$ cat config.mk
export PLATFORM = sky130hd
export DESIGN_NAME = mips_branch_resolve
export DESIGN_NICKNAME = d
export VERILOG_FILES = /design/src/hdl/mbr_pkg.sv /design/src/hdl/mbr_cond.sv /design/src/hdl/mips_branch_resolve.sv
export SDC_FILE = /design/constraint.sdc
export NUM_CORES = 1
export LEC_CHECK = 0
export ABC_AREA = 1
export BUFFER_PORTS_ARGS = -buffer_cell sky130_fd_sc_hd__buf_2
export CORE_MARGIN = 2
export CORE_UTILIZATION = 25
export DETAILED_ROUTE_END_ITERATION = 8
export GPL_ROUTABILITY_DRIVEN = 0
export PLACE_DENSITY = 0.48
export SLEW_MARGIN = 20
export SYNTH_ARGS = -nofsm -noshare
export SYNTH_HDL_FRONTEND = slang
export SYNTH_SLANG_ARGS = --single-unit
export TNS_END_PERCENT = 1
$ cat constraint.sdc
create_clock -name clk_i -period 6.7 [get_ports clk_i]
set_input_delay 1.34 -clock clk_i [delete_from_list [all_inputs] [get_ports clk_i]]
set_output_delay 1.34 -clock clk_i [all_outputs]
set_load 0.005 [all_outputs]
$ cat src/hdl/mbr_pkg.sv
// Shared command codes and the flag type for the branch resolve block.
package mbr_pkg;

  localparam int unsigned CmdW = 5;

  localparam logic [CmdW-1:0] CMD_BEQ    = 5'd0;
  localparam logic [CmdW-1:0] CMD_BEQL   = 5'd1;
  localparam logic [CmdW-1:0] CMD_BNE    = 5'd2;
  localparam logic [CmdW-1:0] CMD_BNEL   = 5'd3;
  localparam logic [CmdW-1:0] CMD_BGEZ   = 5'd4;
  localparam logic [CmdW-1:0] CMD_BGEZL  = 5'd5;
  localparam logic [CmdW-1:0] CMD_BGTZ   = 5'd6;
  localparam logic [CmdW-1:0] CMD_BGTZL  = 5'd7;
  localparam logic [CmdW-1:0] CMD_BLEZ   = 5'd8;
  localparam logic [CmdW-1:0] CMD_BLEZL  = 5'd9;
  localparam logic [CmdW-1:0] CMD_BLTZ   = 5'd10;
  localparam logic [CmdW-1:0] CMD_BLTZL  = 5'd11;
  localparam logic [CmdW-1:0] CMD_BC1F   = 5'd12;
  localparam logic [CmdW-1:0] CMD_BC1FL  = 5'd13;
  localparam logic [CmdW-1:0] CMD_BC1T   = 5'd14;
  localparam logic [CmdW-1:0] CMD_BC1TL  = 5'd15;
  localparam logic [CmdW-1:0] CMD_J      = 5'd16;
  localparam logic [CmdW-1:0] CMD_JR     = 5'd17;

  typedef struct packed {
    logic eq;
    logic neg;
    logic zero;
  } rs_flags_t;

endpackage

$ cat src/hdl/mbr_cond.sv
// Register comparison flags for branch conditions.
module mbr_cond (
  input  logic signed [63:0] rs_value_i,
  input  logic signed [63:0] rt_value_i,
  output mbr_pkg::rs_flags_t flags_o
);
  import mbr_pkg::*;

  assign flags_o.eq   = (rs_value_i == rt_value_i);
  assign flags_o.neg  = rs_value_i[63];
  assign flags_o.zero = (rs_value_i == 64'sd0);

endmodule

$ cat src/hdl/mips_branch_resolve.sv
// Top level of the branch and jump resolve pipeline.
//
// Usage: drive the operands and pulse start_i; an item is taken at every
// rising edge where start_i is high and busy_o is low. busy_o never rises,
// so one item may be issued every cycle.
// Result: taken_o, target_pc_o, nullify_slot_o and cop_unusable_o pass the
// capture and compare registers and then the output register, marked by
// done_o for one cycle. Throughput is one item per cycle.
// Stages: input capture; compare of rs/rt and the target adders; condition
// select and output register.
// Reset (rst_ni low, asynchronous) drops every item in flight and holds
// done_o low. The receiver cannot stall: each result shows for one cycle.
// Outputs between strobes carry stale values and mean nothing.
module mips_branch_resolve (
  input  logic                       clk_i,
  input  logic                       rst_ni,
  input  logic                       start_i,
  output logic                       busy_o,
  input  logic [mbr_pkg::CmdW-1:0]   cmd_i,
  input  logic signed [63:0]         rs_value_i,
  input  logic signed [63:0]         rt_value_i,
  input  logic signed [15:0]         imm_offset_i,
  input  logic [25:0]                jump_index_i,
  input  logic [31:0]                branch_pc_i,
  input  logic                       fpu_usable_i,
  input  logic                       fpu_cond_i,
  output logic                       done_o,
  output logic                       taken_o,
  output logic [31:0]                target_pc_o,
  output logic                       nullify_slot_o,
  output logic                       cop_unusable_o
);
  import mbr_pkg::*;

  // Stage 1: input capture
  logic               s1_valid_q;
  logic [CmdW-1:0]    s1_cmd_q;
  logic signed [63:0] s1_rs_q;
  logic signed [63:0] s1_rt_q;
  logic signed [15:0] s1_imm_q;
  logic [25:0]        s1_jidx_q;
  logic [31:0]        s1_pc_q;
  logic               s1_usable_q;
  logic               s1_cond_q;

  // Stage 2: flags and candidate targets
  logic               s2_valid_q;
  logic [CmdW-1:0]    s2_cmd_q;
  rs_flags_t          s2_flags_q;
  logic [31:0]        s2_bt_q;
  logic [31:0]        s2_jt_q;
  logic [31:0]        s2_jr_q;
  logic               s2_usable_q;
  logic               s2_cond_q;

  // Stage 3: outputs
  logic               s3_valid_q;
  logic               s3_taken_q,  s3_taken_d;
  logic [31:0]        s3_target_q, s3_target_d;
  logic               s3_null_q,   s3_null_d;
  logic               s3_cop_q,    s3_cop_d;

  rs_flags_t          s1_flags;
  logic [31:0]        s1_pc4;
  logic [31:0]        s1_bt;
  logic [31:0]        s1_jt;

  assign busy_o = 1'b0;

  always_ff @(posedge clk_i or negedge rst_ni) begin
    if (!rst_ni) begin
      s1_valid_q <= 1'b0;
      s2_valid_q <= 1'b0;
      s3_valid_q <= 1'b0;
    end else begin
      s1_valid_q <= start_i && !busy_o;
      s2_valid_q <= s1_valid_q;
      s3_valid_q <= s2_valid_q;
    end
  end

  always_ff @(posedge clk_i) begin
    s1_cmd_q    <= cmd_i;
    s1_rs_q     <= rs_value_i;
    s1_rt_q     <= rt_value_i;
    s1_imm_q    <= imm_offset_i;
    s1_jidx_q   <= jump_index_i;
    s1_pc_q     <= branch_pc_i;
    s1_usable_q <= fpu_usable_i;
    s1_cond_q   <= fpu_cond_i;
  end

  mbr_cond u_cond (
    .rs_value_i (s1_rs_q),
    .rt_value_i (s1_rt_q),
    .flags_o    (s1_flags)
  );

  assign s1_pc4 = s1_pc_q + 32'd4;
  assign s1_bt  = s1_pc4 + {{14{s1_imm_q[15]}}, s1_imm_q, 2'b00};
  assign s1_jt  = {s1_pc4[31:28], s1_jidx_q, 2'b00};

  always_ff @(posedge clk_i) begin
    s2_cmd_q    <= s1_cmd_q;
    s2_flags_q  <= s1_flags;
    s2_bt_q     <= s1_bt;
    s2_jt_q     <= s1_jt;
    s2_jr_q     <= s1_rs_q[31:0];
    s2_usable_q <= s1_usable_q;
    s2_cond_q   <= s1_cond_q;
  end

  always_comb begin
    logic take;
    logic likely;
    take        = 1'b0;
    likely      = 1'b0;
    s3_cop_d    = 1'b0;
    s3_target_d = 32'd0;
    unique case (s2_cmd_q) inside
      CMD_BEQ, CMD_BEQL: begin
        take   = s2_flags_q.eq;
        likely = (s2_cmd_q == CMD_BEQL);
      end
      CMD_BNE, CMD_BNEL: begin
        take   = !s2_flags_q.eq;
        likely = (s2_cmd_q == CMD_BNEL);
      end
      CMD_BGEZ, CMD_BGEZL: begin
        take   = !s2_flags_q.neg;
        likely = (s2_cmd_q == CMD_BGEZL);
      end
      CMD_BGTZ, CMD_BGTZL: begin
        take   = !s2_flags_q.neg && !s2_flags_q.zero;
        likely = (s2_cmd_q == CMD_BGTZL);
      end
      CMD_BLEZ, CMD_BLEZL: begin
        take   = s2_flags_q.neg || s2_flags_q.zero;
        likely = (s2_cmd_q == CMD_BLEZL);
      end
      CMD_BLTZ, CMD_BLTZL: begin
        take   = s2_flags_q.neg;
        likely = (s2_cmd_q == CMD_BLTZL);
      end
      CMD_BC1F, CMD_BC1FL, CMD_BC1T, CMD_BC1TL: begin
        // Unusable coprocessor traps and suppresses the branch entirely
        if (!s2_usable_q) begin
          s3_cop_d = 1'b1;
        end else begin
          take   = (s2_cmd_q == CMD_BC1T || s2_cmd_q == CMD_BC1TL) ? s2_cond_q
                                                                    : !s2_cond_q;
          likely = (s2_cmd_q == CMD_BC1FL || s2_cmd_q == CMD_BC1TL);
        end
      end
      CMD_J: begin
        take        = 1'b1;
        s3_target_d = s2_jt_q;
      end
      CMD_JR: begin
        take        = 1'b1;
        s3_target_d = s2_jr_q;
      end
      default: begin
        take = 1'b0;
      end
    endcase
    if (take && s2_cmd_q < CMD_J) begin
      s3_target_d = s2_bt_q;
    end
    s3_taken_d = take;
    s3_null_d  = likely && !take;
  end

  always_ff @(posedge clk_i) begin
    s3_taken_q  <= s3_taken_d;
    s3_target_q <= s3_target_d;
    s3_null_q   <= s3_null_d;
    s3_cop_q    <= s3_cop_d;
  end

  assign done_o         = s3_valid_q;
  assign taken_o        = s3_taken_q;
  assign target_pc_o    = s3_target_q;
  assign nullify_slot_o = s3_null_q;
  assign cop_unusable_o = s3_cop_q;

  a_latency: assert property (@(posedge clk_i) disable iff (!rst_ni)
    start_i && !busy_o |-> ##3 done_o)
    else $error("accepted item did not complete after three cycles");

  a_null_excl: assert property (@(posedge clk_i) disable iff (!rst_ni)
    done_o |-> !(taken_o && nullify_slot_o))
    else $error("taken branch nullifies its delay slot");

  a_cop_excl: assert property (@(posedge clk_i) disable iff (!rst_ni)
    done_o && cop_unusable_o |-> !taken_o && !nullify_slot_o && target_pc_o == 32'd0)
    else $error("coprocessor trap with branch side effects");

  a_target_zero: assert property (@(posedge clk_i) disable iff (!rst_ni)
    done_o && !taken_o |-> target_pc_o == 32'd0)
    else $error("untaken result carries a target");

endmodule

==> reports/metrics.cfg, run 1 <==
[outcome]
status = finished, final reports clean

[finish]
final_cell_mix = 348 x dfxtp_1, 344 x nand2_1, 247 x buf_2, 147 x inv_1, 114 x nand3_1
multi_input_area_um2 = 4390
final_cell_count_no_fill = 2260
seqCellArea_um2 = 7040
num-fill-cells = 5002
final_common_cell = dfxtp_1
area_growth_pct = 27.2
nets = 1862
layout-drive-gt1-share_pct = 21.7

[setup_path]
cp-end-kind = flop
critPathMaxFanout = 5
crit_path_start = s1_pc_q[2]
crit_arrival_ns = 3.58
critPathKind = reg2reg
worstPathRequired_ns = 7.14
cp_top_family = simple AND/OR/NAND/NOR gates
crit_slowest_cell = dfxtp_1
r2r-start = s1_pc_q[2]
cp_cell_sequence = ha_1 -> nand2_1 -> inv_1 -> nand2_1 -> nor3_4 -> nand3_1 -> xnor2_1 -> ha_1 -> nand4_1 -> nor3_1 -> nand3_1 -> nand3_1 -> xor2_1
path_buf_inv = 1
cp-start-kind = flop
max_stage_delay_ns = 0.43
path_common_cell = nand3_1

[floorplanning]
die-area_um2 = 50100
std_cell_rows = 80
core-area_um2 = 47700
die_w_um = 224
die_height_um = 224
start_util_pct = 25.3
ios = 249

[synth]
avgSynthCellArea_um2 = 9.03
ys_seq_area_share_pct = 58.2
synthesis.nets = 1589
yosysWarningCount = 0
synth_seq_cells = 351
synth_fa_ha_area_share_pct = 3.99
synth.cell_area_um2 = 12100
synth_top_family_by_area = simple AND/OR/NAND/NOR gates
yosysUniqueCellTypes = 38
synth_compound_area_share_pct = 2.30
yosys.area_share.simple_pct = 23.8
synthMuxAreaShare_pct = 0
synth_cells = 1339
synth_xor_area_share_pct = 6.16

[clock_network]
numCtsBuffers = 40
cts_num_sinks = 351
cts_tree = built
clock_latency_ns = 0.56
clk_pin_slew_ns = 0.06
post_cts_buffers = 0
clockBufferDepth = 3
cts_resized = 0
root_buffer = clkbuf_16
htree_levels = 2
hold_buffers = 0

[sta]
rsz0062_at_grt = false
min_period_ns = 3.14
hold_ws_ns = 0.325
final.setup.tns_ns = 0
setup_viol = 0
max_freq_ghz = 0.318
slew_headroom_pct = 49.3
fin_skew_ns = 0.0157
tightest_slew_ns = 0.760
min_period_over_period_pct = 46.9
drv_slew = 0
hold_viol = 0

[global_route]
grt_max_degree = 36
grt_pass1_vias = 9188
gr-total-overflow = 0
antenna_found_initial = 5
grt_pass1_wl_um = 50600
grt_use_total_pct = 13.2

[power_and_ir_drop]
cellLeakagePower_nw = 7.39
max-vdd-ir-drop_mv = 0.184
cellPowerDensity_nw_per_um2 = 323

[min_path]
hold_class = reg2reg
min_from = s1_jidx_q[13]

[routing]
drc = 0
dr.first_iter.drc_count = 572
avgRoutedWirePerCell_um = 14.8
vias = 9230
wl_um = 33400
vias_per_cell = 4.08
drt-pass1-iter-count = 5
antenna_left = 0

[flow_run]
drv_cap = 0

[place]
io_buffers = 247
hpwl_um = 26200
dp_cells = 2185

metal layers:
| layer | GRT usage (%) | up-vias | wire [µm] |
|---|---|---|---|
| met5 | 0 | - | 35 |
| met4 | 5.10 | 6 | 900 |
| met3 | 3.08 | 65 | 1950 |
| met2 | 21.8 | 256 | 15400 |
| met1 | 16.8 | 4140 | 15100 |
| li1 | - | 4763 | - |
state kept, by name (all words and copies together), names as in the netlist, 16 cells and up:
name	count
target_pc_o	32
s2_bt_q	32
s1_pc_q	32
s1_rt_q	64
s2_jr_q	32
s1_rs_q	64
s1_imm_q	16
s1_jidx_q	26
s2_jt_q	30
synthesized netlist by cell type (all sizes together):
cell / number / area (µm²)
clkbuf: 5 / 18.8
dfxtp: 348 / 6970
ha: 37 / 463
conb: 1 / 3.75
o21bai: 3 / 22.5
inv: 151 / 567
dfrtp: 3 / 75.1
o31ai: 1 / 7.51
or2: 14 / 87.6
nand3: 116 / 591
o21a: 3 / 22.5
nand3b: 1 / 7.51
xnor2: 38 / 333
nor2: 92 / 398
xor2: 47 / 412
nor3: 27 / 163
a21o: 1 / 7.51
fa: 1 / 20.0
nor4: 16 / 106
and2: 3 / 18.8
o21ai: 15 / 75.1
nand4: 22 / 153
a21oi: 27 / 135
buf: 12 / 77.6
o211ai: 1 / 7.51
nand2: 354 / 1350
cells by family after synthesis:
family / Yosys count
AND/OR/NAND/NOR: 645
XOR/XNOR: 85
other: 1
buffers and inverters: 168
AO/OA/AOI/OAI: 51
adder cells (fa/ha/maj): 38
flip-flops: 351
per-stage QoR:
step | worst slack, ns | total power [mW] | area (µm²) | util (%)
2_1_floorplan | 4.29 | 2.60 | 12100 | -
3_3_place_gp | 3.57 | 2.80 | 14000 | 29.3
3_5_place_dp | 3.68 | 2.80 | 14000 | 29.3
4_1_cts | 3.61 | 5.05 | 15400 | 32.2
5_1_grt | 3.31 | 5.20 | 15400 | 32.2
6_report | 3.56 | 4.97 | 15400 | 32.2
cell type report:
type                            count  share of cell area (%)
Antenna cell                        2                  0.0325
Clock buffer                       59                    7.58
Clock inverter                     14                    1.28
Inverter                          151                    3.69
Multi-Input combinational cell    820                    28.5
Sequential cell                   351                    45.8
Tap cell                          615                    5.00
Timing Repair Buffer              248                    8.09
final timing paths:
path                       slack (ns)          end  cells past startpoint
max                              3.56  s2_bt_q[20]                     13
min                              0.32  s2_jt_q[15]                      0
max reg2reg                      3.56  s2_bt_q[20]                     13
min reg2reg                      0.32  s2_jt_q[15]                      0
max in group asynchronous        6.01   s2_valid_q                      1
min in group asynchronous        0.58       done_o                      1
where the power goes:
part / total [mW] / leakage [nW] / switching, mW / internal, mW
Combinational: 0.420 / 3.77 / 0.242 / 0.178
Clock: 2.22 / 0.655 / 0.857 / 1.36
Sequential: 2.33 / 2.97 / 0.0810 / 2.25
Total: 4.97 / 7.39 / 1.18 / 3.79
Note: power is estimated with default switching activity, not from simulation.
==> run 2, diff against run 1 <==
Clock period 6.7 ns to 3.25 ns, I/O delays scaled along.
==> run 2 against run 1 <==
Routed wire length grew 0.13%. Flip-flop and latch count is the same. Clock skew shrank 0.0059 ns. Critical path type unchanged. Highest routed layer unchanged. Non-clock buffer count grew 4.
==> reports/metrics.cfg, run 2 (same netlist as run 1, synthesis figures left out) <==
[outcome]
status = finished, final reports clean

[floorplanning]
ios = 249  ; unchanged
die_w_um = 224  ; unchanged
die-area_um2 = 50100  ; unchanged
start_util_pct = 25.3  ; unchanged
std_cell_rows = 80  ; unchanged
die_height_um = 224  ; unchanged
core-area_um2 = 47700  ; unchanged

[routing]
antenna_left = 0  ; unchanged
drt-pass1-iter-count = 6  ; +1
vias_per_cell = 4.07  ; -0.46%
drc = 0  ; unchanged
wl_um = 33400  ; +0.13%
dr.first_iter.drc_count = 509  ; -11%
avgRoutedWirePerCell_um = 14.8  ; about the same
vias = 9192  ; -0.41%

[setup_path]
worstPathRequired_ns = 3.68  ; -3.46 ns
cp-end-kind = flop
crit_arrival_ns = 3.36  ; -0.22 ns
critPathMaxFanout = 5  ; unchanged
critPathKind = reg2reg
cp-start-kind = flop

[clock_network]
cts_tree = built
numCtsBuffers = 40  ; unchanged
clk_pin_slew_ns = 0.06  ; about the same
htree_levels = 2  ; unchanged
clockBufferDepth = 3  ; unchanged
cts_num_sinks = 351  ; unchanged
root_buffer = clkbuf_16
clock_latency_ns = 0.54  ; -0.02 ns

[power_and_ir_drop]
power_frac_comb_pct = 8.5  ; about the same
clkPwrFrac_pct = 44.9  ; +0.2 points
power.total_mw = 10.3  ; +110%
p_switching_mw = 2.41  ; +100%
seqPwrFrac_pct = 46.5  ; -0.3 points
cellLeakagePower_nw = 7.42  ; +0.44%
switching_share_pct = 23.4  ; -0.34 points
p_int_mw = 7.89  ; +110%
cellPowerDensity_nw_per_um2 = 668  ; +110%
max-vdd-ir-drop_mv = 0.360  ; +96%

[global_route]
grt_pass1_vias = 9289  ; +1.1%
grt_use_total_pct = 13.3  ; +0.087 points
gr-total-overflow = 0  ; unchanged
grt_pass1_wl_um = 51100  ; +0.88%
antenna_found_initial = 6  ; +1
grt_max_degree = 35  ; -2.8%

[finish]
layout-drive-gt1-share_pct = 22.0  ; +0.30 points
nets = 1866  ; +0.21%
area_growth_pct = 27.5
final_cell_mix = 347 x dfxtp_1, 344 x nand2_1, 247 x buf_2, 148 x inv_1, 114 x nand3_1
largestRegisters = s1_rs_q (64), s1_rt_q (64)
final_common_cell = dfxtp_1

[place]
hpwl_um = 26000  ; -0.64%
io_buffers = 247  ; unchanged

[sta]
final.setup.tns_ns = 0  ; unchanged
slew_headroom_pct = 54.3  ; +5.0 points
min_period_ns = 2.93  ; -0.210 ns
min_period_over_period_pct = 90.2  ; +43 points
rsz0062_at_grt = false
hold_viol = 0  ; unchanged
fin_skew_ns = 0.00985  ; -0.00587 ns
max_freq_ghz = 0.341  ; +7.2%
drv_slew = 0  ; unchanged
tightest_slew_ns = 0.685  ; -0.0756 ns
setup_viol = 0  ; unchanged

[min_path]
hold_class = in2reg

[flow_run]
drv_cap = 0  ; unchanged

run 2: worst paths after layout:
path / startpoint / endpoint / slack [ns] / cells after the start
max in group asynchronous: rst_ni / done_o / 2.71 / 2
min in group asynchronous: rst_ni / s1_valid_q / 0.43 / 2
worst max register to register: s1_pc_q[3] / s2_bt_q[27] / 0.32 / 18
worst min register to register: s1_cmd_q[0] / s2_cmd_q[0] / 0.32 / 0
worst max-delay path: s1_pc_q[3] / s2_bt_q[27] / 0.32 / 18
worst min-delay path: branch_pc_i[20] / s1_pc_q[20] / 0.20 / 1
run 2: final cells by class:
cell class,count,area (µm²)
well taps,615,769
flip-flops and latches,351,7040
multi-input cells,820,4390
inverters,151,567
repair buffers,252,1280
clock inverters,13,203
diodes,3,7.51
fillers,5013,32300
clock buffers,56,1160
run 2: critical path, stage by stage (launching register included):
cell     delay (ns)
dfxtp_1        0.40
ha_1           0.20
nand2_1        0.06
inv_1          0.10
nand2_1        0.17
nor3_4         0.22
nand3_1        0.13
xnor2_1        0.15
ha_1           0.36
nand2_1        0.13
inv_1          0.06
nand2_1        0.06
nand2_1        0.08
a21oi_1        0.29
nor2_1         0.11
nor2_1         0.14
nand2_1        0.07
nand2_1        0.05
nand2_1        0.06
run 2: timing repair:
item / CTS / global route
resized for setup: 0 / 2
hold buffers: 1 / 0
endpoints found under the hold margin: 3 / 0
setup buffers: 0 / 0
setup endpoints to repair: 0 / 3
run 2: per-layer routing:
metal	wire [µm]	vias up	GRT usage (%)	share of wire, %
met3	2090	62	3.19	6.2
met5	40	-	0	0.12
li1	-	4778	-	-
met2	15100	248	21.5	45
met1	15200	4098	17.2	46
met4	921	6	5.29	2.8
run 2: power groups by stage:
stage	Sequential, mW	Clock, mW	Combinational [mW]
floorplan	4.83	0	0.520
CTS	4.80	4.79	0.888
global route	4.82	4.95	0.998
global placement	4.89	0	0.874
detailed placement	4.89	0	0.880
finish	4.79	4.63	0.876
run 2: stage by stage:
| step | cells | worst slack [ns] | util (%) | instance area, µm² | hold WS (ns) |
|---|---|---|---|---|---|
| floorplan | 1339 | 0.845 | - | 12100 | 0.310 |
| global placement | 2188 | 0.224 | 29.4 | 14000 | 0.312 |
| detailed placement | 2188 | 0.202 | 29.4 | 14000 | 0.312 |
| CTS | 2258 | 0.135 | 32.3 | 15400 | 0.161 |
| global route | 2261 | 0.0406 | 32.3 | 15400 | 0.173 |
| finish | 2261 | 0.318 | 32.3 | 15400 | 0.202 |
